--- config.mk ---
export PLATFORM = sky130hd
export DESIGN_NAME = ecbu_front
export DESIGN_NICKNAME = d
export VERILOG_FILES = /design/src/sv/ecbu_pkg.sv /design/src/sv/ecbu_front.sv
export SDC_FILE = /design/constraint.sdc
export NUM_CORES = 2
export LEC_CHECK = 0
export BUFFER_PORTS_ARGS = -buffer_cell sky130_fd_sc_hd__buf_2
export CORE_MARGIN = 2
export CORE_UTILIZATION = 65
export CTS_CLUSTER_DIAMETER = 150
export DETAILED_ROUTE_END_ITERATION = 10
export PLACE_DENSITY = 0.88
export SLEW_MARGIN = 25
export SYNTH_ARGS = -nofsm -noshare
export SYNTH_HDL_FRONTEND = slang
export SYNTH_SLANG_ARGS = --single-unit
--- constraint.sdc ---
create_clock -name i_clk -period 45.2 [get_ports i_clk]
set_input_delay 6.78 -clock i_clk [delete_from_list [all_inputs] [get_ports i_clk]]
set_output_delay 6.78 -clock i_clk [all_outputs]
set_load 0.1 [all_outputs]
--- src/sv/ecbu_pkg.sv ---
// shared types, constants and helper functions of the camera basis update block
package ecbu_pkg;

    // angle units are 1/65536 degree
    localparam logic [24:0] FULL_TURN    = 25'd23592960;
    localparam logic [22:0] QUARTER_TURN = 23'd5898240;
    localparam logic [21:0] EIGHTH_TURN  = 22'd2949120;
    localparam logic [22:0] LIMIT_MAX    = 23'd5898239;

    // reset values
    localparam logic [24:0] YAW_RESET    = 25'd17694720;
    localparam logic [15:0] SENS_RESET   = 16'd6554;
    localparam logic [22:0] LIMIT_RESET  = 23'd5832704;

    // degree to q30 radian scale, split into a 9-bit high part and a 32-bit low part
    localparam logic [8:0]  RAD_HI       = 9'd285;
    localparam logic [31:0] RAD_LO       = 32'd4100597034;
    localparam logic [30:0] Q30_ONE      = 31'h4000_0000;

    // yaw reduction: 360 * 128 offset and floor(2^24 / 360)
    localparam logic [16:0] WRAP_OFFSET  = 17'd46080;
    localparam logic [15:0] WRAP_RECIP   = 16'd46603;
    localparam logic [8:0]  DEG_FULL     = 9'd360;

    // configuration register indexes
    localparam logic CFG_SENS  = 1'b0;
    localparam logic CFG_LIMIT = 1'b1;

    // angle pair handed from front to back
    typedef struct packed {
        logic [24:0]        yaw;
        logic signed [23:0] pitch;
    } t_ang;

    // sequencer states of the trig engine
    typedef enum logic [3:0] {
        B_IDLE, B_LOAD, B_XLO, B_XHI, B_SQ, B_SQR, B_HMUL, B_HREC, B_HFIX,
        B_SMUL, B_SEND, B_PASS, B_PMUL, B_PGET, B_DONE
    } t_bstate;

    // taylor divisors of the horner steps
    function automatic logic [7:0] f_div(input logic cosm, input logic [2:0] idx);
        logic [7:0] d;
        d = 8'd2;
        if (!cosm) begin
            case (idx)
                3'd0: d = 8'd110;
                3'd1: d = 8'd72;
                3'd2: d = 8'd42;
                3'd3: d = 8'd20;
                default: d = 8'd6;
            endcase
        end else begin
            case (idx)
                3'd0: d = 8'd132;
                3'd1: d = 8'd90;
                3'd2: d = 8'd56;
                3'd3: d = 8'd30;
                3'd4: d = 8'd12;
                default: d = 8'd2;
            endcase
        end
        return d;
    endfunction

    // floor(2^32 / divisor)
    function automatic logic [31:0] f_recip(input logic cosm, input logic [2:0] idx);
        logic [31:0] m;
        m = 32'd2147483648;
        if (!cosm) begin
            case (idx)
                3'd0: m = 32'd39045157;
                3'd1: m = 32'd59652323;
                3'd2: m = 32'd102261126;
                3'd3: m = 32'd214748364;
                default: m = 32'd715827882;
            endcase
        end else begin
            case (idx)
                3'd0: m = 32'd32537631;
                3'd1: m = 32'd47721858;
                3'd2: m = 32'd76695844;
                3'd3: m = 32'd143165576;
                3'd4: m = 32'd357913941;
                default: m = 32'd2147483648;
            endcase
        end
        return m;
    endfunction

    // q30 magnitude with sign to q1.14, half away from zero
    function automatic logic signed [15:0] f_q14(input logic neg, input logic [30:0] m);
        logic [31:0] s;
        logic [15:0] r;
        s = {1'b0, m} + 32'd32768;
        r = {1'b0, s[30:16]};
        return neg ? -$signed(r) : $signed(r);
    endfunction

endpackage

--- src/sv/ecbu_front.sv ---
// front end: takes pointer words and updates yaw and pitch
module ecbu_front (
    input  logic              i_clk,
    input  logic              i_rst_n,
    input  logic              i_valid,
    output logic              o_ready,
    input  logic signed [15:0] i_x_offset,
    input  logic signed [15:0] i_y_offset,
    input  logic              i_cfg_we,
    input  logic              i_cfg_addr,
    input  logic [22:0]       i_cfg_data,
    input  logic              i_q_full,
    output logic              o_q_push,
    output ecbu_pkg::t_ang    o_q_data
);

    logic [15:0]        r_sens;
    logic [22:0]        r_limit;
    logic [24:0]        r_yaw;
    logic signed [23:0] r_pitch;
    logic               r_a_vld;
    logic signed [32:0] r_xs;
    logic signed [32:0] r_ys;

    logic               b_fire;
    logic signed [33:0] vy;
    logic signed [33:0] vp;
    logic signed [18:0] hp;
    logic [32:0]        qprod;
    logic [7:0]         q;
    logic [16:0]        rem;
    logic [8:0]         remf;
    logic [22:0]        lim;
    logic signed [33:0] slim;
    logic [24:0]        n_yaw;
    logic signed [23:0] n_pitch;

    assign b_fire  = r_a_vld && !i_q_full;
    assign o_ready = !r_a_vld || b_fire;

    // configuration registers
    always_ff @(posedge i_clk) begin
        if (!i_rst_n) begin
            r_sens  <= ecbu_pkg::SENS_RESET;
            r_limit <= ecbu_pkg::LIMIT_RESET;
        end else if (i_cfg_we) begin
            case (i_cfg_addr)
                ecbu_pkg::CFG_SENS:  r_sens  <= i_cfg_data[15:0];
                ecbu_pkg::CFG_LIMIT: r_limit <= i_cfg_data;
                default: ;
            endcase
        end
    end

    // stage a: scale the offsets by the sensitivity
    always_ff @(posedge i_clk) begin
        if (!i_rst_n) begin
            r_a_vld <= 1'b0;
        end else if (o_ready) begin
            r_a_vld <= i_valid;
        end
    end

    always_ff @(posedge i_clk) begin
        if (o_ready && i_valid) begin
            r_xs <= i_x_offset * $signed({1'b0, r_sens});
            r_ys <= i_y_offset * $signed({1'b0, r_sens});
        end
    end

    // stage b: yaw wrap through 360 on the upper bits, pitch clamp
    always_comb begin
        vy    = $signed({9'd0, r_yaw}) + 34'(r_xs);
        hp    = 19'(vy[33:16]) + $signed({2'b0, ecbu_pkg::WRAP_OFFSET});
        qprod = hp[16:0] * ecbu_pkg::WRAP_RECIP;
        q     = qprod[31:24];
        rem   = hp[16:0] - 17'(q * ecbu_pkg::DEG_FULL);
        remf  = (rem >= 17'(ecbu_pkg::DEG_FULL)) ? 9'(rem - 17'(ecbu_pkg::DEG_FULL))
                                                 : rem[8:0];
        n_yaw = {remf, vy[15:0]};

        lim   = (r_limit > ecbu_pkg::LIMIT_MAX) ? ecbu_pkg::LIMIT_MAX : r_limit;
        slim  = $signed({11'd0, lim});
        vp    = 34'(r_pitch) - 34'(r_ys);
        if (vp > slim) begin
            n_pitch = 24'(slim);
        end else if (vp < -slim) begin
            n_pitch = 24'(-slim);
        end else begin
            n_pitch = 24'(vp);
        end
    end

    always_ff @(posedge i_clk) begin
        if (!i_rst_n) begin
            r_yaw   <= ecbu_pkg::YAW_RESET;
            r_pitch <= '0;
        end else if (b_fire) begin
            r_yaw   <= n_yaw;
            r_pitch <= n_pitch;
        end
    end

    assign o_q_push       = b_fire;
    assign o_q_data.yaw   = n_yaw;
    assign o_q_data.pitch = n_pitch;

    // kept angles stay in range
    a_yaw_range: assert property (@(posedge i_clk) disable iff (!i_rst_n)
        r_yaw < ecbu_pkg::FULL_TURN)
        else $error("yaw out of range");

    a_pitch_range: assert property (@(posedge i_clk) disable iff (!i_rst_n)
        (r_pitch <= $signed({1'b0, ecbu_pkg::LIMIT_MAX}))
        && (r_pitch >= -$signed({1'b0, ecbu_pkg::LIMIT_MAX})))
        else $error("pitch out of range");

endmodule

==> impl_metrics.env <==
export IMPL_path_delay_family="adder cells"
export IMPL_async_flop_share_pct=0
export IMPL_synth_nets=5016
export IMPL_final_area_um2=36060
export IMPL_rr_startpoint="r_xs[16]"
export IMPL_synth_top_area_share_pct=27.57
export IMPL_rows=84
export IMPL_io_pins=112
export IMPL_fp_dieW_um=233.9
export IMPL_grt_pass1_vias=28850
export IMPL_ys_types=92
export IMPL_avgSynthCellArea_um2=8.648
export IMPL_clock_sinks=155
export IMPL_finalMaxSlewViolations=0
export IMPL_r2r_slack_ns=30.20
export IMPL_gp_congestion=0.9992
export IMPL_start_util_pct=65.50
export IMPL_critPathCapture="o_q_data[45]"
export IMPL_tightest_slew_ns=1.112
export IMPL_clk_pin_slew_ns=0.07
export IMPL_reg2reg_to="r_yaw[19]"
export IMPL_worst_path_max_delay_cell="o21ai_1"
export IMPL_timing_final_ws_setup_ns=22.88
export IMPL_detail_route_drc_violations=0
export IMPL_placed_cell_area_um2=35440
export IMPL_dpl_hpwl_mm=70.08
export IMPL_path_depth=56
export IMPL_synth_top_area_cell="fa_1"
export IMPL_critPathKind="reg -> out"
export IMPL_cp_start_kind="flip-flop"
export IMPL_antenna_found_initial=1
export IMPL_grt_use_total_pct=33.22
export IMPL_hold_violations=0
export IMPL_antennaDiodeCount=0
export IMPL_netlist_area_um2=34350
export IMPL_cts_tree="yes"
export IMPL_via_per_inst=5.993
export IMPL_seq_area_frac_synth_pct=10.96
export IMPL_startpoint="r_xs[16]"
export IMPL_post_cts_buffers=0
export IMPL_min_period_over_period_pct=49.38
export IMPL_syn_inst=3972
export IMPL_finalSetupTns_ns=0
export IMPL_rsz0062_at_grt="false"
export IMPL_dieHeight_um=233.9
export IMPL_clockBufferDepth=2
export IMPL_hold_ws_ns=0.4659
export IMPL_dr_pass1_iters=6
export IMPL_clk_latency_ns=0.47
export IMPL_drive_gt1_share_pct=5.749
export IMPL_cts_resized=0
export IMPL_worstHoldPathCells=2
export IMPL_dr_total_vias=28100
export IMPL_cts_buffers=17
export IMPL_ys_warn_count=0
export IMPL_maxSlewHeadroom_pct=25.89
export IMPL_holdCritPathClass="reg -> reg"
export IMPL_crit_top_cell="ha_1"
export IMPL_synthTopCellsByArea="fa_1 (28%), ha_1 (19%), inv_1 (8.3%)"
export IMPL_hold_buffers=0
export IMPL_cpPeakStageDelay_ns=0.64
export IMPL_synth_edf_count=66
export IMPL_routedWlPerCell_um=18.92
export IMPL_port_buffers=111
export IMPL_cts_root_buf="clkbuf_16"
export IMPL_crit_fanout=13
export IMPL_place_ws_ns=23.51
export IMPL_final_setup_viol_count=0
export IMPL_grt_start_max_net_pins=67
export IMPL_drtIter0Drc=2636
export IMPL_fin_crit_ns=22.32
export IMPL_nets=5032
export IMPL_ys_flop_type="dfxtp_1"
export IMPL_area_growth_pct=4.979
export IMPL_rr_worst_depth=55
export IMPL_ant_nets=0
export IMPL_overflow=0
export IMPL_drt_wl_total_mm=88.74
export IMPL_cts_htree_levels=4
export IMPL_worstPathArrival_ns=15.54
export IMPL_cp_required_ns=38.42
export IMPL_dieArea_um2=54700
export IMPL_fp_coreArea_um2=52450
export IMPL_drv_cap=0
export IMPL_grt_pass1_wl_mm=144.4
export IMPL_ys_ff_latch=155
export IMPL_fmax_mhz=44.80
export IMPL_outcome="complete, no violations"
export IMPL_cp_end_kind="primary output"
export IMPL_critPathBufInv=6
export IMPL_skew_ns=0.01980
layout make-up:
class                      instances  area [µm²]
clock buffer                      17       425.4
timing repair buffer             139       765.7
sequential                       155        3764
inverter                         758        2845
multi-input combinational       2917       27200
fill                            3947       16390
tap                              688       860.8
clock inverter                    15       198.9
sequential cells by signal (all words and copies together), names as in the netlist:
signal	count
r_sens	16
r_ys	33
r_a_vld	1
r_xs	33
r_limit	23
r_pitch	24
r_yaw	25
placed cells by master (no fill, tap or decap), types with 18 or more instances in the layout:
| cell type | instances |
|---|---|
| and2_1 | 222 |
| ha_1 | 510 |
| buf_4 | 28 |
| a21oi_1 | 191 |
| or3_1 | 25 |
| edfxtp_1 | 66 |
| o21a_1 | 27 |
| o21bai_1 | 27 |
| xnor2_1 | 116 |
| fa_1 | 473 |
| xor2_1 | 58 |
| nor2_1 | 156 |
| nand3_1 | 66 |
| nand2b_1 | 52 |
| buf_2 | 111 |
| a31oi_1 | 18 |
| nand2_1 | 462 |
| dfxtp_1 | 89 |
| nor2b_1 | 30 |
| a21o_1 | 76 |
| o21ai_0 | 78 |
| and3_1 | 35 |
| inv_1 | 757 |
| nor3_1 | 54 |
cells in the mapped netlist (30+ instances only):
cell        n
inv_1     757
ha_1      510
fa_1      473
nand2_1   462
and2_1    223
a21oi_1   191
nor2_1    156
clkbuf_1  131
xnor2_1   116
dfxtp_1    89
o21ai_0    78
a21o_1     76
edfxtp_1   66
nand3_1    66
xor2_1     58
nor3_1     54
nand2b_1   53
and3_1     35
nor2b_1    30
metrics by stage:
stage	instances	utilization (%)
after floorplan	3972	-
after global placement	4656	67.55
after detailed placement	4657	67.57
after CTS	4689	68.76
after global routing	4689	68.76
final	4689	68.76
how the worst min path moves through the flow:
stage                  end  slack [ns]   startpoint
2_1_floorplan  r_limit[18]        0.44  r_limit[18]
3_3_place_gp     r_yaw[16]        0.45    r_yaw[16]
3_5_place_dp     r_yaw[12]        0.45    r_yaw[12]
4_1_cts          r_yaw[12]        0.46    r_yaw[12]
5_1_grt           r_yaw[5]        0.49     r_yaw[5]
6_report         r_yaw[12]        0.47    r_yaw[12]
layer usage:
| metal | routed length, µm | track usage (%) | part of all wire [%] | vias up |
|---|---|---|---|---|
| li1 | - | - | - | 12770 |
| met1 | 36120 | 44.81 | 41 | 13700 |
| met2 | 41350 | 54.48 | 47 | 1394 |
| met3 | 8452 | 5.289 | 9.5 | 233 |
| met4 | 2815 | 11.77 | 3.2 | 0 |
| met5 | 0 | 0 | 0 | - |
logic make-up (layout without fill, tap and decap cells):
family	after synthesis	in the layout	synth area share, %
AND/OR/NAND/NOR	1172	1172	16.63
adder cells (fa/ha/maj)	983	983	46.14
buffers and inverters	900	929	9.933
AO/OA/AOI/OAI	557	557	10.78
XOR/XNOR	178	178	4.677
flip-flops	155	155	10.96
multiplexers	27	27	0.8778
worst min-delay path: stages, from the launching register on:
cell and delay (ns):
dfxtp_1 0.32, nand2_1 0.05, a21oi_1 0.05
Power is not shown: default switching activity piles up to over one toggle a cycle in this logic, so the estimate is an artifact.
