### src/sv/ecbu_pkg.sv
// shared types, constants and helper functions of the camera basis update block
package ecbu_pkg;

    // angle units are 1/65536 degree
    localparam logic [24:0] FULL_TURN    = 25'd23592960;
    localparam logic [22:0] QUARTER_TURN = 23'd5898240;
    localparam logic [21:0] EIGHTH_TURN  = 22'd2949120;
    localparam logic [22:0] LIMIT_MAX    = 23'd5898239;

    // reset values
    localparam logic [24:0] YAW_RESET    = 25'd17694720;
    localparam logic [15:0] SENS_RESET   = 16'd6554;
    localparam logic [22:0] LIMIT_RESET  = 23'd5832704;

    // degree to q30 radian scale, split into a 9-bit high part and a 32-bit low part
    localparam logic [8:0]  RAD_HI       = 9'd285;
    localparam logic [31:0] RAD_LO       = 32'd4100597034;
    localparam logic [30:0] Q30_ONE      = 31'h4000_0000;

    // yaw reduction: 360 * 128 offset and floor(2^24 / 360)
    localparam logic [16:0] WRAP_OFFSET  = 17'd46080;
    localparam logic [15:0] WRAP_RECIP   = 16'd46603;
    localparam logic [8:0]  DEG_FULL     = 9'd360;

    // configuration register indexes
    localparam logic CFG_SENS  = 1'b0;
    localparam logic CFG_LIMIT = 1'b1;

    // angle pair handed from front to back
    typedef struct packed {
        logic [24:0]        yaw;
        logic signed [23:0] pitch;
    } t_ang;

    // sequencer states of the trig engine
    typedef enum logic [3:0] {
        B_IDLE, B_LOAD, B_XLO, B_XHI, B_SQ, B_SQR, B_HMUL, B_HREC, B_HFIX,
        B_SMUL, B_SEND, B_PASS, B_PMUL, B_PGET, B_DONE
    } t_bstate;

    // taylor divisors of the horner steps
    function automatic logic [7:0] f_div(input logic cosm, input logic [2:0] idx);
        logic [7:0] d;
        d = 8'd2;
        if (!cosm) begin
            case (idx)
                3'd0: d = 8'd110;
                3'd1: d = 8'd72;
                3'd2: d = 8'd42;
                3'd3: d = 8'd20;
                default: d = 8'd6;
            endcase
        end else begin
            case (idx)
                3'd0: d = 8'd132;
                3'd1: d = 8'd90;
                3'd2: d = 8'd56;
                3'd3: d = 8'd30;
                3'd4: d = 8'd12;
                default: d = 8'd2;
            endcase
        end
        return d;
    endfunction

    // floor(2^32 / divisor)
    function automatic logic [31:0] f_recip(input logic cosm, input logic [2:0] idx);
        logic [31:0] m;
        m = 32'd2147483648;
        if (!cosm) begin
            case (idx)
                3'd0: m = 32'd39045157;
                3'd1: m = 32'd59652323;
                3'd2: m = 32'd102261126;
                3'd3: m = 32'd214748364;
                default: m = 32'd715827882;
            endcase
        end else begin
            case (idx)
                3'd0: m = 32'd32537631;
                3'd1: m = 32'd47721858;
                3'd2: m = 32'd76695844;
                3'd3: m = 32'd143165576;
                3'd4: m = 32'd357913941;
                default: m = 32'd2147483648;
            endcase
        end
        return m;
    endfunction

    // q30 magnitude with sign to q1.14, half away from zero
    function automatic logic signed [15:0] f_q14(input logic neg, input logic [30:0] m);
        logic [31:0] s;
        logic [15:0] r;
        s = {1'b0, m} + 32'd32768;
        r = {1'b0, s[30:16]};
        return neg ? -$signed(r) : $signed(r);
    endfunction

endpackage

### src/sv/ecbu_fifo.sv
// short angle queue between front end and trig engine
module ecbu_fifo #(
    parameter int DEPTH = 2
) (
    input  logic           i_clk,
    input  logic           i_rst_n,
    input  logic           i_push,
    input  ecbu_pkg::t_ang i_data,
    output logic           o_full,
    input  logic           i_pop,
    output ecbu_pkg::t_ang o_data,
    output logic           o_empty
);

    localparam int AW = (DEPTH > 1) ? $clog2(DEPTH) : 1;
    localparam int CW = $clog2(DEPTH + 1);

    ecbu_pkg::t_ang r_mem [DEPTH];
    logic [AW-1:0]  r_wp;
    logic [AW-1:0]  r_rp;
    logic [CW-1:0]  r_cnt;

    assign o_full  = (r_cnt == CW'(DEPTH));
    assign o_empty = (r_cnt == '0);
    assign o_data  = r_mem[r_rp];

    // storage
    always_ff @(posedge i_clk) begin
        if (i_push) begin
            r_mem[r_wp] <= i_data;
        end
    end

    // pointers and fill count
    always_ff @(posedge i_clk) begin
        if (!i_rst_n) begin
            r_wp  <= '0;
            r_rp  <= '0;
            r_cnt <= '0;
        end else begin
            if (i_push) begin
                r_wp <= (r_wp == AW'(DEPTH - 1)) ? '0 : r_wp + 1'b1;
            end
            if (i_pop) begin
                r_rp <= (r_rp == AW'(DEPTH - 1)) ? '0 : r_rp + 1'b1;
            end
            if (i_push && !i_pop) begin
                r_cnt <= r_cnt + 1'b1;
            end else if (i_pop && !i_push) begin
                r_cnt <= r_cnt - 1'b1;
            end
        end
    end

    a_no_overflow: assert property (@(posedge i_clk) disable iff (!i_rst_n)
        !(i_push && o_full))
        else $error("push into full queue");

    a_no_underflow: assert property (@(posedge i_clk) disable iff (!i_rst_n)
        !(i_pop && o_empty))
        else $error("pop from empty queue");

endmodule

### config.mk
export PLATFORM = sky130hd
export DESIGN_NAME = ecbu_fifo
export DESIGN_NICKNAME = d
export VERILOG_FILES = /design/src/sv/ecbu_pkg.sv /design/src/sv/ecbu_fifo.sv
export SDC_FILE = /design/constraint.sdc
export NUM_CORES = 1
export LEC_CHECK = 0
export ABC_CLOCK_PERIOD_IN_PS = 6420
export BUFFER_PORTS_ARGS = -buffer_cell sky130_fd_sc_hd__buf_2
export CAP_MARGIN = 5
export CORE_AREA = 5 5 94 96
export CTS_BUF_LIST = sky130_fd_sc_hd__clkbuf_4
export CTS_CLUSTER_DIAMETER = 200
export CTS_CLUSTER_SIZE = 14
export DETAILED_ROUTE_END_ITERATION = 16
export DIE_AREA = 0 0 99 101
export PLACE_DENSITY = 0.76
export SYNTH_ARGS = -nofsm -noshare
export SYNTH_HDL_FRONTEND = slang
export SYNTH_SLANG_ARGS = --single-unit
export TNS_END_PERCENT = 100
### constraint.sdc
create_clock -name i_clk -period 6.42 [get_ports i_clk]
set_clock_uncertainty 0.1 [all_clocks]
set_input_delay 0.321 -clock i_clk [delete_from_list [all_inputs] [get_ports i_clk]]
set_output_delay 0.321 -clock i_clk [all_outputs]
set_load 0.005 [all_outputs]
==> summary.txt, run 1 <==
TritonCTS clock tree: done
n_diodes: 0
commonest non-fill, non-tap cell in the layout: buf_2
Seq/Total Area, Yosys: 81.12%
clk buf depth: 2
WL met3: 491 um
initial antenna violation count: 0
RSZ-0062 raised after global routing: false
crit share post-route: 39.71%
Iter 0 DRT Violations: 79
Placer Congestion: 0.6799
Max Used Layer: met4
core area: 0.007969 mm^2
met1 WL: 2646 um
area leader, netlist: edfxtp_1
Worst VDD drop: 0.1695 mV
io pins: 104
f_max: 392.2 MHz
final hold viol count: 0
fin. max-slew vios: 0
CP arrival: 2.13 ns
setup TNS: 0 ns
Overflow after GRT: 0
Non-Filler Instances: 444
vias in the first global route: 2338
final WL: 6834 um
MaxCap Viol Count: 0
status: completed
critical path type: reg -> out
final worst setup slack: 3.870 ns
Cells after DPL: 379
PortBufs: 103
die height: 101 um
register bit total from synthesis: 103
Period minus WS final: 2.550 ns
Synth Instances: 174
area grow syn2layout: 33.09%
postcts setup bufs: 0
fill count: 601
drt first pass iters: 4
Worst-path clk slew: 0.14 ns
worst-path fanout max: 49
largest net degree at the start of global routing: 50
vias per inst: 4.766
leak pwr: 1.894 nW
DP HPWL: 4143 um
slew margin rel.: 21.38%
CTS Buf Count: 9
H-tree depth: 3
top post-synthesis cells by area: edfxtp_1, mux2_2, dfxtp_1, and2_1, buf_6
Worst Hold Class: in -> reg
Routed Antenna Nets: 0
clock tree sinks: 103
vias post-DR: 2116
Yosys cell types: 17
most frequent cells in the layout: buf_2, edfxtp_1, mux2_2, dlygate4sd3_1, clkbuf_4
metal2 WL: 3609 um
type of origin of the critical path: register
GRT Total Usage: 14.35%
first-pass GRT wire length: 11030 um
Synth Net Count: 228
crit end category: output port
layout cell share with drive strength beyond 1: 51.03%
Die X: 99 um
root buf cell: clkbuf_4
Ys Warns: 0
Placement Setup Slack: 4.273 ns
total power: 0.001229 W
power density cells: 246.3 mW/mm^2
Worst EP required: 6.00 ns
Clk Latency, worst-skew pair: 0.41 ns
mapped cell area: 0.003751 mm^2
nets: 388
Synth top area share: 78.45%
Initial Utilization: 47.07%
CTS Hold Bufs: 49
die area: 0.009999 mm^2
worst-margin pin slew: 1.179 ns
mean post-synth cell area: 21.56 um^2
site row count: 33
DRC violations left: 0
drt wl/cell: 15.39 um
PostCTS Resize Cnt: 0
Final setup viols: 0
Yosys cell counts, drive strengths merged:
master,n
o21ai,1
and2,4
xor2,2
and2b,1
nor2,1
dfxtp,5
ha,1
or3,1
nor2b,2
buf,5
o21a,1
inv,1
xnor2,1
edfxtp,98
a21boi,1
mux2,49
worst max-delay path, stage by stage (launching register included):
cell and delay [ns]:
dfxtp_2 1.14, mux2_2 0.43, buf_2 0.13
through the flow:
stage,util [%],hold WS [ns],area (um^2)
global placement,55.03,0.3763,4385
floorplan,-,0.3199,3751
detailed placement,55.03,0.4021,4385
finish,62.65,0.06618,4992
global route,62.65,0.02222,4992
CTS,62.65,0.02474,4992
routing by layer:
metal  track usage (%)  up-vias
li1                  -      997
met1             16.14     1042
met2             25.10       67
met3             4.360       10
met4             6.513        0
met5                 0        -
final timing paths:
path / startpoint / slack [ns] / cells after the start / to
hold reg to reg: r_cnt[1]$_SDFFE_PN0P_ / 0.42 / 2 / r_cnt[1]$_SDFFE_PN0P_
setup reg to reg: r_wp$_SDFFE_PN0P_ / 4.48 / 2 / r_mem[0][45]$_DFFE_PP_
hold / removal: i_rst_n / 0.07 / 2 / r_wp$_SDFFE_PN0P_
setup / recovery: register / 3.87 / 2 / o_data[23]
cell families (layout without fill, tap and decap cells):
group	count (synthesis)	count (layout)	share of synthesized area, %
xor gates and xnor gates	3	3	0.7006
muxes	49	49	14.71
and+or+nand+nor	9	9	1.501
AOI/OAI and AO/OA	3	3	0.5337
DFF	103	103	81.12
buffers and inverters	6	171	1.100
adders and majority gates	1	1	0.3335
final cells by class:
class	count	area [um^2]	share of cell area, %
Multi-Input combinational cell	65	675.6	13.53
Timing Repair Buffer	154	1021	20.45
Tap cell	105	131.4	2.632
Clock buffer	11	82.58	1.654
Clock inverter	5	33.78	0.6767
Sequential cell	103	3044	60.98
Inverter	1	3.754	0.07519
registers in the layout, summed over array words and instances (netlist names), named ones only:
register  flops
r_mem        98
r_wp          1
r_cnt         2
r_rp          1
power by group:
group	switching (W)	internal (W)
Combinational	0.0000568	0.0000915
Sequential	0.0000214	0.000774
Clock	0.000196	0.0000891
Power figures use the tool's default switching activity.
==> run 2: changes to the inputs <==
Settings changed: ABC_CLOCK_PERIOD_IN_PS 6420 to 2600.
Clock period 6.42 ns to 2.6 ns, I/O delays scaled along.
==> summary.txt, run 2 (synthesis results as in run 1) <==
CP arrival: 1.61 ns
CTS Hold Bufs: 53
initial antenna violation count: 0
Final Cell Area: 0.005099 mm^2
worst r2r dst: r_mem[1][26]$_DFFE_PP_
Overflow after GRT: 0
hold depth: 2
vias per inst: 4.692
DRC violations left: 0
GRT Total Usage: 13.96%
Largest Register: r_mem
crit share post-route: 70.63%
Placer Congestion: 0.7212
commonest non-fill, non-tap cell in the layout: buf_2
placed instance area: 0.004425 mm^2
PostCTS Resize Cnt: 0
type of origin of the critical path: register
H-tree depth: 3
drt wl/cell: 15.26 um
Routed Antenna Nets: 0
Period minus WS final: 1.836 ns
most frequent cells in the layout: buf_2, edfxtp_1, dlygate4sd3_1
r2r startpoint: r_wp$_SDFFE_PN0P_
root buf cell: clkbuf_4
worst-path fanout max: 26
Clk Latency, worst-skew pair: 0.41 ns
layout cell share with drive strength beyond 1: 50.15%
crit end category: output port
core area: 0.007969 mm^2
status: completed
setup TNS: 0 ns
drt first pass iters: 4
critical path type: reg -> out
PortBufs: 103
R2R depth: 2
DP HPWL: 4257 um
Iter 0 DRT Violations: 42
fin. max-slew vios: 0
fill count: 576
Worst-path clk slew: 0.14 ns
TritonCTS clock tree: done
die height: 101 um
n_diodes: 0
site row count: 33
power density cells: 623.4 mW/mm^2
clk buf depth: 2
postcts setup bufs: 0
final core occ: 63.98%
final hold viol count: 0
Reg2Reg Setup Slack: 1.06 ns
clock tree sinks: 103
area grow syn2layout: 35.92%
nets: 394
biggest regs: r_mem (98), r_cnt (2)
f_max: 544.5 MHz
Worst Hold Class: in -> reg
largest net degree at the start of global routing: 37
leak pwr: 1.937 nW
WHS Endpoint: r_mem[0][22]$_DFFE_PP_
hold_sp: i_data[22]
Worst EP required: 2.37 ns
worst-margin pin slew: 0.4794 ns
vias in the first global route: 2273
final WL: 6838 um
die area: 0.009999 mm^2
Worst VDD drop: 0.3683 mV
Reg area: 0.003044 mm^2
CTS Buf Count: 9
number of flip-flops under the largest register name: 98
Die X: 99 um
Final setup viols: 0
first-pass GRT wire length: 10530 um
RSZ-0062 raised after global routing: false
vias post-DR: 2102
MaxCap Viol Count: 0
slew margin rel.: 67.98%
io pins: 104
area of the multi-input gates: 675.6 um^2
Initial Utilization: 47.07%
[run 2: cell count changes in the layout (fill, tap and decap cells not counted), sizes merged]
| cell | delta |
|---|---|
| clkinv | -1 |
| bufinv | +2 |
| inv | -1 |
| dlygate4sd3 | +4 |
| buf | +2 |
| clkbuf | -2 |
[run 2: worst max-delay path by stage]
stage,endpoint,slack [ns]
after floorplan,r_mem[0][0]$_DFFE_PP_,0.47
after global placement,r_mem[1][34]$_DFFE_PP_,1.11
after detailed placement,r_mem[1][34]$_DFFE_PP_,1.10
after CTS,o_data[13],0.71
after global routing,o_data[13],0.65
final,o_data[13],0.76
[run 2: where the power goes]
| group | internal (W) | leakage (nW) | switching, W |
|---|---|---|---|
| Combinational | 0.000238 | 0.903 | 0.000172 |
| Sequential | 0.00191 | 0.962 | 0.0000238 |
| Clock | 0.000375 | 0.0730 | 0.000458 |
| Total | 0.00252 | 1.94 | 0.000654 |
[run 2: layout make-up]
type,instances,share of cell area [%]
repair buffers,160,21.60
clock buffers,9,1.325
well taps,105,2.577
multi-input cells,65,13.25
flip-flops and latches,103,59.71
inverters,1,0.07362
clock inverters,5,1.472
[run 2: metrics by stage]
stage	hold WS, ns	power [W]	setup WS [ns]	cells
final	0.3384	0.003179	0.7635	448
after global routing	0.2958	0.003320	0.6455	448
after floorplan	0.1289	0.002155	0.4655	174
after detailed placement	0.2207	0.002327	1.095	381
after CTS	0.2822	0.003208	0.7084	448
after global placement	0.2178	0.002316	1.108	381
[run 2: metal layers]
layer  GRT usage [%]  vias to the layer above  share of wire, %
met1           14.94                     1017                39
met5               0                        -                 0
met4           6.303                        0               1.0
met3           3.529                        5               6.1
met2           25.83                       68                54
li1                -                     1012                 -
[run 2: worst max-delay path, cell delays in order, from the launching register on]
cell and delay (ns):
dfxtp_2 0.35, buf_4 0.32, mux2_2 0.39, buf_2 0.13
