--- config.mk ---
export PLATFORM = sky130hd
export DESIGN_NAME = ecbu_back
export DESIGN_NICKNAME = d
export VERILOG_FILES = /design/src/sv/ecbu_pkg.sv /design/src/sv/ecbu_back.sv
export SDC_FILE = /design/constraint.sdc
export NUM_CORES = 2
export LEC_CHECK = 0
export ABC_AREA = 1
export BUFFER_PORTS_ARGS = -buffer_cell sky130_fd_sc_hd__buf_2
export CORE_MARGIN = 4
export CORE_UTILIZATION = 50
export CTS_CLUSTER_DIAMETER = 80
export CTS_CLUSTER_SIZE = 25
export DETAILED_ROUTE_END_ITERATION = 6
export PLACE_DENSITY = 0.68
export SKIP_LAST_GASP = 1
export SYNTH_ARGS = -nofsm -noshare
export SYNTH_HDL_FRONTEND = slang
export SYNTH_SLANG_ARGS = --single-unit
--- constraint.sdc ---
create_clock -name i_clk -period 11.2 [get_ports i_clk]
set_input_delay 2.24 -clock i_clk [delete_from_list [all_inputs] [get_ports i_clk]]
set_output_delay 2.24 -clock i_clk [all_outputs]
set_load 0.01 [all_outputs]
--- src/sv/ecbu_pkg.sv ---
// shared types, constants and helper functions of the camera basis update block
package ecbu_pkg;

    // angle units are 1/65536 degree
    localparam logic [24:0] FULL_TURN    = 25'd23592960;
    localparam logic [22:0] QUARTER_TURN = 23'd5898240;
    localparam logic [21:0] EIGHTH_TURN  = 22'd2949120;
    localparam logic [22:0] LIMIT_MAX    = 23'd5898239;

    // reset values
    localparam logic [24:0] YAW_RESET    = 25'd17694720;
    localparam logic [15:0] SENS_RESET   = 16'd6554;
    localparam logic [22:0] LIMIT_RESET  = 23'd5832704;

    // degree to q30 radian scale, split into a 9-bit high part and a 32-bit low part
    localparam logic [8:0]  RAD_HI       = 9'd285;
    localparam logic [31:0] RAD_LO       = 32'd4100597034;
    localparam logic [30:0] Q30_ONE      = 31'h4000_0000;

    // yaw reduction: 360 * 128 offset and floor(2^24 / 360)
    localparam logic [16:0] WRAP_OFFSET  = 17'd46080;
    localparam logic [15:0] WRAP_RECIP   = 16'd46603;
    localparam logic [8:0]  DEG_FULL     = 9'd360;

    // configuration register indexes
    localparam logic CFG_SENS  = 1'b0;
    localparam logic CFG_LIMIT = 1'b1;

    // angle pair handed from front to back
    typedef struct packed {
        logic [24:0]        yaw;
        logic signed [23:0] pitch;
    } t_ang;

    // sequencer states of the trig engine
    typedef enum logic [3:0] {
        B_IDLE, B_LOAD, B_XLO, B_XHI, B_SQ, B_SQR, B_HMUL, B_HREC, B_HFIX,
        B_SMUL, B_SEND, B_PASS, B_PMUL, B_PGET, B_DONE
    } t_bstate;

    // taylor divisors of the horner steps
    function automatic logic [7:0] f_div(input logic cosm, input logic [2:0] idx);
        logic [7:0] d;
        d = 8'd2;
        if (!cosm) begin
            case (idx)
                3'd0: d = 8'd110;
                3'd1: d = 8'd72;
                3'd2: d = 8'd42;
                3'd3: d = 8'd20;
                default: d = 8'd6;
            endcase
        end else begin
            case (idx)
                3'd0: d = 8'd132;
                3'd1: d = 8'd90;
                3'd2: d = 8'd56;
                3'd3: d = 8'd30;
                3'd4: d = 8'd12;
                default: d = 8'd2;
            endcase
        end
        return d;
    endfunction

    // floor(2^32 / divisor)
    function automatic logic [31:0] f_recip(input logic cosm, input logic [2:0] idx);
        logic [31:0] m;
        m = 32'd2147483648;
        if (!cosm) begin
            case (idx)
                3'd0: m = 32'd39045157;
                3'd1: m = 32'd59652323;
                3'd2: m = 32'd102261126;
                3'd3: m = 32'd214748364;
                default: m = 32'd715827882;
            endcase
        end else begin
            case (idx)
                3'd0: m = 32'd32537631;
                3'd1: m = 32'd47721858;
                3'd2: m = 32'd76695844;
                3'd3: m = 32'd143165576;
                3'd4: m = 32'd357913941;
                default: m = 32'd2147483648;
            endcase
        end
        return m;
    endfunction

    // q30 magnitude with sign to q1.14, half away from zero
    function automatic logic signed [15:0] f_q14(input logic neg, input logic [30:0] m);
        logic [31:0] s;
        logic [15:0] r;
        s = {1'b0, m} + 32'd32768;
        r = {1'b0, s[30:16]};
        return neg ? -$signed(r) : $signed(r);
    endfunction

endpackage

--- src/sv/ecbu_back.sv ---
// trig engine: horner series on one shared multiplier, then the basis vectors
module ecbu_back (
    input  logic           i_clk,
    input  logic           i_rst_n,
    input  logic           i_q_empty,
    input  ecbu_pkg::t_ang i_q_data,
    output logic           o_q_pop,
    output logic           o_m_tvalid,
    input  logic           i_m_tready,
    output logic [183:0]   o_m_tdata
);

    ecbu_pkg::t_bstate r_state, n_state;

    logic [24:0]        r_yaw;
    logic signed [23:0] r_pitch;
    logic               r_pass;
    logic               r_swap;
    logic [1:0]         r_quad;
    logic [21:0]        r_a;
    logic [29:0]        r_x;
    logic [30:0]        r_x2;
    logic [30:0]        r_t;
    logic [30:0]        r_p;
    logic [30:0]        r_s;
    logic [2:0]         r_i;
    logic               r_cosm;
    logic [1:0]         r_k;
    logic [63:0]        r_prod;
    logic [30:0]        r_sy, r_cy, r_sp, r_cp;
    logic               r_syn, r_cyn, r_spn;
    logic signed [15:0] r_res [4];
    logic               r_out_vld;
    logic [183:0]       r_out;

    logic [31:0]        mul_a, mul_b;
    logic [24:0]        ang;
    logic [22:0]        pmag;
    logic [1:0]         quad;
    logic [22:0]        rred;
    logic [30:0]        p_cur;
    logic [30:0]        q0;
    logic [7:0]         dv;
    logic [38:0]        rem;
    logic [30:0]        q_fix;
    logic [30:0]        s0, c0;
    logic               last_step;
    logic               out_free;
    logic [30:0]        pm_a, pm_b;
    logic               pneg;

    assign out_free = !r_out_vld || i_m_tready;

    // angle reduction to a quadrant and a residue
    always_comb begin
        pmag = r_pitch[23] ? 23'(-r_pitch) : r_pitch[22:0];
        ang  = r_pass ? {2'b0, pmag} : r_yaw;
        if (ang < 25'(ecbu_pkg::QUARTER_TURN)) begin
            quad = 2'd0;
        end else if (ang < 25'({ecbu_pkg::QUARTER_TURN, 1'b0})) begin
            quad = 2'd1;
        end else if (ang < 25'(3 * ecbu_pkg::QUARTER_TURN)) begin
            quad = 2'd2;
        end else begin
            quad = 2'd3;
        end
        rred = 23'(ang - 25'(quad * ecbu_pkg::QUARTER_TURN));
    end

    // horner step pieces and division fix-up
    always_comb begin
        p_cur     = r_prod[60:30];
        dv        = ecbu_pkg::f_div(r_cosm, r_i);
        q0        = r_prod[62:32];
        rem       = {8'd0, r_p} - 39'(q0 * dv);
        q_fix     = (rem >= 39'(dv)) ? q0 + 1'b1 : q0;
        last_step = r_cosm ? (r_i == 3'd5) : (r_i == 3'd4);
        s0        = r_swap ? r_t : r_s;
        c0        = r_swap ? r_s : r_t;
    end

    // operand pairs of the final products
    always_comb begin
        case (r_k)
            2'd0: begin pm_a = r_cy; pm_b = r_cp; pneg = r_cyn; end
            2'd1: begin pm_a = r_sy; pm_b = r_cp; pneg = r_syn; end
            2'd2: begin pm_a = r_cy; pm_b = r_sp; pneg = !r_cyn ^ r_spn; end
            default: begin pm_a = r_sy; pm_b = r_sp; pneg = !r_syn ^ r_spn; end
        endcase
    end

    // next state
    always_comb begin
        n_state = r_state;
        case (r_state)
            ecbu_pkg::B_IDLE: if (!i_q_empty) n_state = ecbu_pkg::B_LOAD;
            ecbu_pkg::B_LOAD: n_state = ecbu_pkg::B_XLO;
            ecbu_pkg::B_XLO:  n_state = ecbu_pkg::B_XHI;
            ecbu_pkg::B_XHI:  n_state = ecbu_pkg::B_SQ;
            ecbu_pkg::B_SQ:   n_state = ecbu_pkg::B_SQR;
            ecbu_pkg::B_SQR:  n_state = ecbu_pkg::B_HMUL;
            ecbu_pkg::B_HMUL: n_state = ecbu_pkg::B_HREC;
            ecbu_pkg::B_HREC: n_state = ecbu_pkg::B_HFIX;
            ecbu_pkg::B_HFIX: begin
                if (!last_step) begin
                    n_state = ecbu_pkg::B_HMUL;
                end else if (r_cosm) begin
                    n_state = ecbu_pkg::B_PASS;
                end else begin
                    n_state = ecbu_pkg::B_SMUL;
                end
            end
            ecbu_pkg::B_SMUL: n_state = ecbu_pkg::B_SEND;
            ecbu_pkg::B_SEND: n_state = ecbu_pkg::B_HMUL;
            ecbu_pkg::B_PASS: n_state = r_pass ? ecbu_pkg::B_PMUL : ecbu_pkg::B_LOAD;
            ecbu_pkg::B_PMUL: n_state = ecbu_pkg::B_PGET;
            ecbu_pkg::B_PGET: n_state = (r_k == 2'd3) ? ecbu_pkg::B_DONE : ecbu_pkg::B_PMUL;
            ecbu_pkg::B_DONE: if (out_free) n_state = ecbu_pkg::B_IDLE;
            default:          n_state = ecbu_pkg::B_IDLE;
        endcase
    end

    // outputs of the sequencer: multiplier operands and queue pop
    always_comb begin
        mul_a   = '0;
        mul_b   = '0;
        o_q_pop = 1'b0;
        case (r_state)
            ecbu_pkg::B_IDLE: o_q_pop = !i_q_empty;
            ecbu_pkg::B_XLO:  begin mul_a = 32'(r_a);  mul_b = ecbu_pkg::RAD_LO; end
            ecbu_pkg::B_SQ:   begin mul_a = 32'(r_x);  mul_b = 32'(r_x); end
            ecbu_pkg::B_HMUL: begin mul_a = 32'(r_x2); mul_b = 32'(r_t); end
            ecbu_pkg::B_HREC: begin
                mul_a = 32'(p_cur);
                mul_b = ecbu_pkg::f_recip(r_cosm, r_i);
            end
            ecbu_pkg::B_SMUL: begin mul_a = 32'(r_x);  mul_b = 32'(r_t); end
            ecbu_pkg::B_PMUL: begin mul_a = 32'(pm_a); mul_b = 32'(pm_b); end
            default: ;
        endcase
    end

    always_ff @(posedge i_clk) begin
        if (!i_rst_n) begin
            r_state <= ecbu_pkg::B_IDLE;
        end else begin
            r_state <= n_state;
        end
    end

    // shared multiplier
    always_ff @(posedge i_clk) begin
        r_prod <= mul_a * mul_b;
    end

    // datapath registers
    always_ff @(posedge i_clk) begin
        case (r_state)
            ecbu_pkg::B_IDLE: begin
                r_yaw   <= i_q_data.yaw;
                r_pitch <= i_q_data.pitch;
                r_pass  <= 1'b0;
            end
            ecbu_pkg::B_LOAD: begin
                r_quad <= quad;
                if (rred <= 23'(ecbu_pkg::EIGHTH_TURN)) begin
                    r_a    <= rred[21:0];
                    r_swap <= 1'b0;
                end else begin
                    r_a    <= 22'(ecbu_pkg::QUARTER_TURN - rred);
                    r_swap <= 1'b1;
                end
            end
            ecbu_pkg::B_XHI: r_x <= 30'(r_prod[63:32] + 32'(r_a * ecbu_pkg::RAD_HI));
            ecbu_pkg::B_SQR: begin
                r_x2   <= r_prod[60:30];
                r_t    <= ecbu_pkg::Q30_ONE;
                r_i    <= '0;
                r_cosm <= 1'b0;
            end
            ecbu_pkg::B_HREC: r_p <= p_cur;
            ecbu_pkg::B_HFIX: begin
                r_t <= ecbu_pkg::Q30_ONE - q_fix;
                r_i <= r_i + 1'b1;
            end
            ecbu_pkg::B_SEND: begin
                r_s    <= r_prod[60:30];
                r_t    <= ecbu_pkg::Q30_ONE;
                r_i    <= '0;
                r_cosm <= 1'b1;
            end
            ecbu_pkg::B_PASS: begin
                r_pass <= 1'b1;
                r_k    <= '0;
                if (!r_pass) begin
                    // quadrant symmetry of yaw
                    case (r_quad)
                        2'd0: begin
                            r_sy <= s0; r_syn <= 1'b0; r_cy <= c0; r_cyn <= 1'b0;
                        end
                        2'd1: begin
                            r_sy <= c0; r_syn <= 1'b0; r_cy <= s0; r_cyn <= 1'b1;
                        end
                        2'd2: begin
                            r_sy <= s0; r_syn <= 1'b1; r_cy <= c0; r_cyn <= 1'b1;
                        end
                        default: begin
                            r_sy <= c0; r_syn <= 1'b1; r_cy <= s0; r_cyn <= 1'b0;
                        end
                    endcase
                end else begin
                    r_sp  <= s0;
                    r_spn <= r_pitch[23];
                    r_cp  <= c0;
                end
            end
            ecbu_pkg::B_PGET: begin
                r_res[r_k] <= ecbu_pkg::f_q14(pneg, r_prod[60:30]);
                r_k        <= r_k + 1'b1;
            end
            default: ;
        endcase
    end

    // output register
    always_ff @(posedge i_clk) begin
        if (!i_rst_n) begin
            r_out_vld <= 1'b0;
        end else if (r_state == ecbu_pkg::B_DONE && out_free) begin
            r_out_vld <= 1'b1;
        end else if (i_m_tready) begin
            r_out_vld <= 1'b0;
        end
    end

    always_ff @(posedge i_clk) begin
        if (r_state == ecbu_pkg::B_DONE && out_free) begin
            r_out <= {7'd0, r_pitch, r_yaw,
                      r_res[3],
                      ecbu_pkg::f_q14(1'b0, r_cp),
                      r_res[2],
                      ecbu_pkg::f_q14(r_cyn, r_cy),
                      ecbu_pkg::f_q14(!r_syn, r_sy),
                      r_res[1],
                      ecbu_pkg::f_q14(r_spn, r_sp),
                      r_res[0]};
        end
    end

    assign o_m_tvalid = r_out_vld;
    assign o_m_tdata  = r_out;

endmodule

==> impl_metrics.toml <==
[outcome]
status = "finished with violations"
violations = "design-rule violations"

[flow_run]
drv_cap = 0

[drt]
avgViaCountPerCell = 5.502
first_iter_violations = 6047
drt-pass1-iter-count = 7
vias = 59910
postRouteAntennaNets = 0
wirelength_mm = 244.6
avgRoutedWirePerCell_um = 22.46
drc = 10

[final_layout]
final_nets = 10520
fill_cells = 13670
final_cell_mix = "inv_1 (1,909), nand2_1 (1,706), fa_1 (1,123), nor2_1 (1,008), edfxtp_1 (602)"
postLayoutCoreUtil_pct = 54.28
final_common_cell = "inv_1"
drive_gt1_share_pct = 7.125
area_growth_pct = 7.318

[power]
powerDensity_mw_per_mm2 = 283.1
ir_worst_vdd_uv = 815.5
p_leak_nw = 38.67

[critical_path]
cp-end-kind = "flop"
crit_path_top_delay_cell = "nand2_1"
critPathMaxStageDelay_ns = 0.87
crit_type = "flop to flop"
required_ns = 11.76
worst-path-max-fanout = 19
start_kind = "flop"
crit_arrival_ns = 11.11
cp_common_cell = "fa_1"

[timing]
rsz0062_at_grt = "false"
setup_tns_ns = 0
timing.fmax_ghz = 0.09474
skew_ns = 0.05317
finalMaxSlewViolations = 0
post-route-min-period_ns = 10.55
setup_violations = 0
hold_viol = 0
worst_slew_margin_rel_pct = 6.414
fin_ws_ns = 0.6452
tightestPinTransition_ns = 1.392
finalCritPeriodShare_pct = 94.24

[synth]
yosys.area_share.simple_pct = 17.40
synth_edf_count = 602
synth_xor_area_share_pct = 2.901
synth_top_family_by_area = "adder cells"
synth_cell_types = 62
ys.flop_type = "edfxtp_1"
yosysSeqAreaShare_pct = 25.07
synth_fa_ha_area_share_pct = 38.03
ys_warn_count = 0
synthArstFlopShare_pct = 0
postSynthCellCount = 8680
synth_mux_area_share_pct = 0.01332
syn_area_mm2 = 0.07514
synth.ff_latch_count = 640
syn_area_per_cell_um2 = 8.656
synth_area_leaders = "fa_1 (30%), edfxtp_1 (24%), inv_1 (9.5%)"
synth_compound_area_share_pct = 5.225
yosysTopAreaCell = "fa_1"
synth_top_cell_area_share_pct = 29.92

[floorplanning]
coreArea_mm2 = 0.1485
rows = 141
dieWidth_um = 395.7
dieArea_mm2 = 0.1565
start_util_pct = 50.58
fp.dieH_um = 395.7
io_pins = 239

[clock_tree]
htreeDepth = 2
clkTransAtPathRegs_ns = 0.10
cts_inserted_buffers = 39
cts_resized = 0
postCtsHoldBufs = 0
clock_latency_ns = 0.64
cts_tree = "done"
cts_buffer_depth = 3
root_buffer = "clkbuf_16"
clkSinkCount = 640
cts_setup_buffers = 0

[placed_design]
globalplace.congestion = 1.042
port_buffers = 230
hpwlAfterDp_mm = 198.2
preCtsSetupSlack_ns = 1.116

[global_routing]
grt.total_usage_pct = 31.33
grt_max_degree = 107
grt_overflow = 0
grt_pass1_wl_mm = 371.2
first_global_vias = 60750
antenna_found_initial = 4

[min_path]
hp-class = "flop to flop"
where the power goes:
part / switching [mW] / internal, mW
combinational: 11.1 / 5.96
clock: 0.927 / 0.712
sequential: 0.300 / 3.85
area by class of cell:
class | count | area [um^2] | area share [%]
clock inverters | 22 | 325.3 | 0.4034
diodes | 3 | 7.507 | 0.009310
flip-flops and latches | 640 | 18840 | 23.36
multi-input cells | 5798 | 48050 | 59.59
inverters | 1968 | 7387 | 9.161
well taps | 2002 | 2505 | 3.106
clock buffers | 42 | 987.2 | 1.224
repair buffers | 414 | 2532 | 3.141
worst paths after layout:
path,start,endpoint,depth (start not counted),slack [ns]
worst min-delay path,r_res[3][9],o_m_tdata[121],0,0.40
worst min register to register,r_res[3][9],o_m_tdata[121],0,0.40
worst max register to register,r_k[0],r_prod[49],37,0.65
worst max-delay path,r_k[0],r_prod[49],37,0.65
worst max-delay path: cells and delay by family, from the launching register on:
kind	cells	cell delay [ns]
xor gates and xnor gates	1	0.14
adders and majority gates	10	4.40
and+or+nand+nor	14	2.67
DFF	1	0.40
buffers and inverters	9	1.80
AOI/OAI and AO/OA	3	0.99
routing by layer:
| metal | track usage (%) | part of all wire (%) | vias up |
|---|---|---|---|
| met1 | 44.40 | 41 | 29380 |
| li1 | - | - | 26700 |
| met4 | 12.48 | 5.1 | 0 |
| met5 | 0 | 0 | - |
| met2 | 46.96 | 43 | 3217 |
| met3 | 7.016 | 11 | 611 |
state kept, by name (all words and copies together), names as in the netlist, 30 cells and up:
signal,cells
o_m_tdata,176
r_res,64
r_prod,33
r_cp,31
r_cy,31
r_p,31
r_s,31
r_sp,31
r_sy,31
r_t,31
r_x2,31
r_x,30
cells by family (layout without fill, tap and decap cells):
| family | count (synthesis) | in the layout |
|---|---|---|
| AO/OA/AOI/OAI | 721 | 721 |
| XOR/XNOR | 248 | 248 |
| adder cells (fa/ha/maj) | 1610 | 1610 |
| buffers and inverters | 2249 | 2446 |
| flip-flops | 640 | 640 |
| multiplexers | 1 | 1 |
| other | 1 | 11 |
| AND/OR/NAND/NOR | 3210 | 3210 |
cell usage after synthesis (all sizes together) (39+ instances only):
master and n:
nand4 48, inv 1929, clkinv 39, xor2 195
clkbuf 239, nor3 98, edfxtp 602, a21oi 246
xnor2 53, nand3 197, buf 42, fa 1123
nor2 1058, o21ai 343, ha 487, nand2 1738
through the flow:
step           hold WS, ns  cell area [um^2]  cells  power, mW
2_1_floorplan       0.4003             75160   8687      16.13
3_3_place_gp        0.4003             79320  10820      20.59
6_report            0.3950             80640  10890      22.83
5_1_grt             0.4045             80630  10890      24.99
4_1_cts             0.3786             80630  10890      22.58
3_5_place_dp        0.4045             79320  10820      20.85
Note: power is estimated with default switching activity, not from simulation.
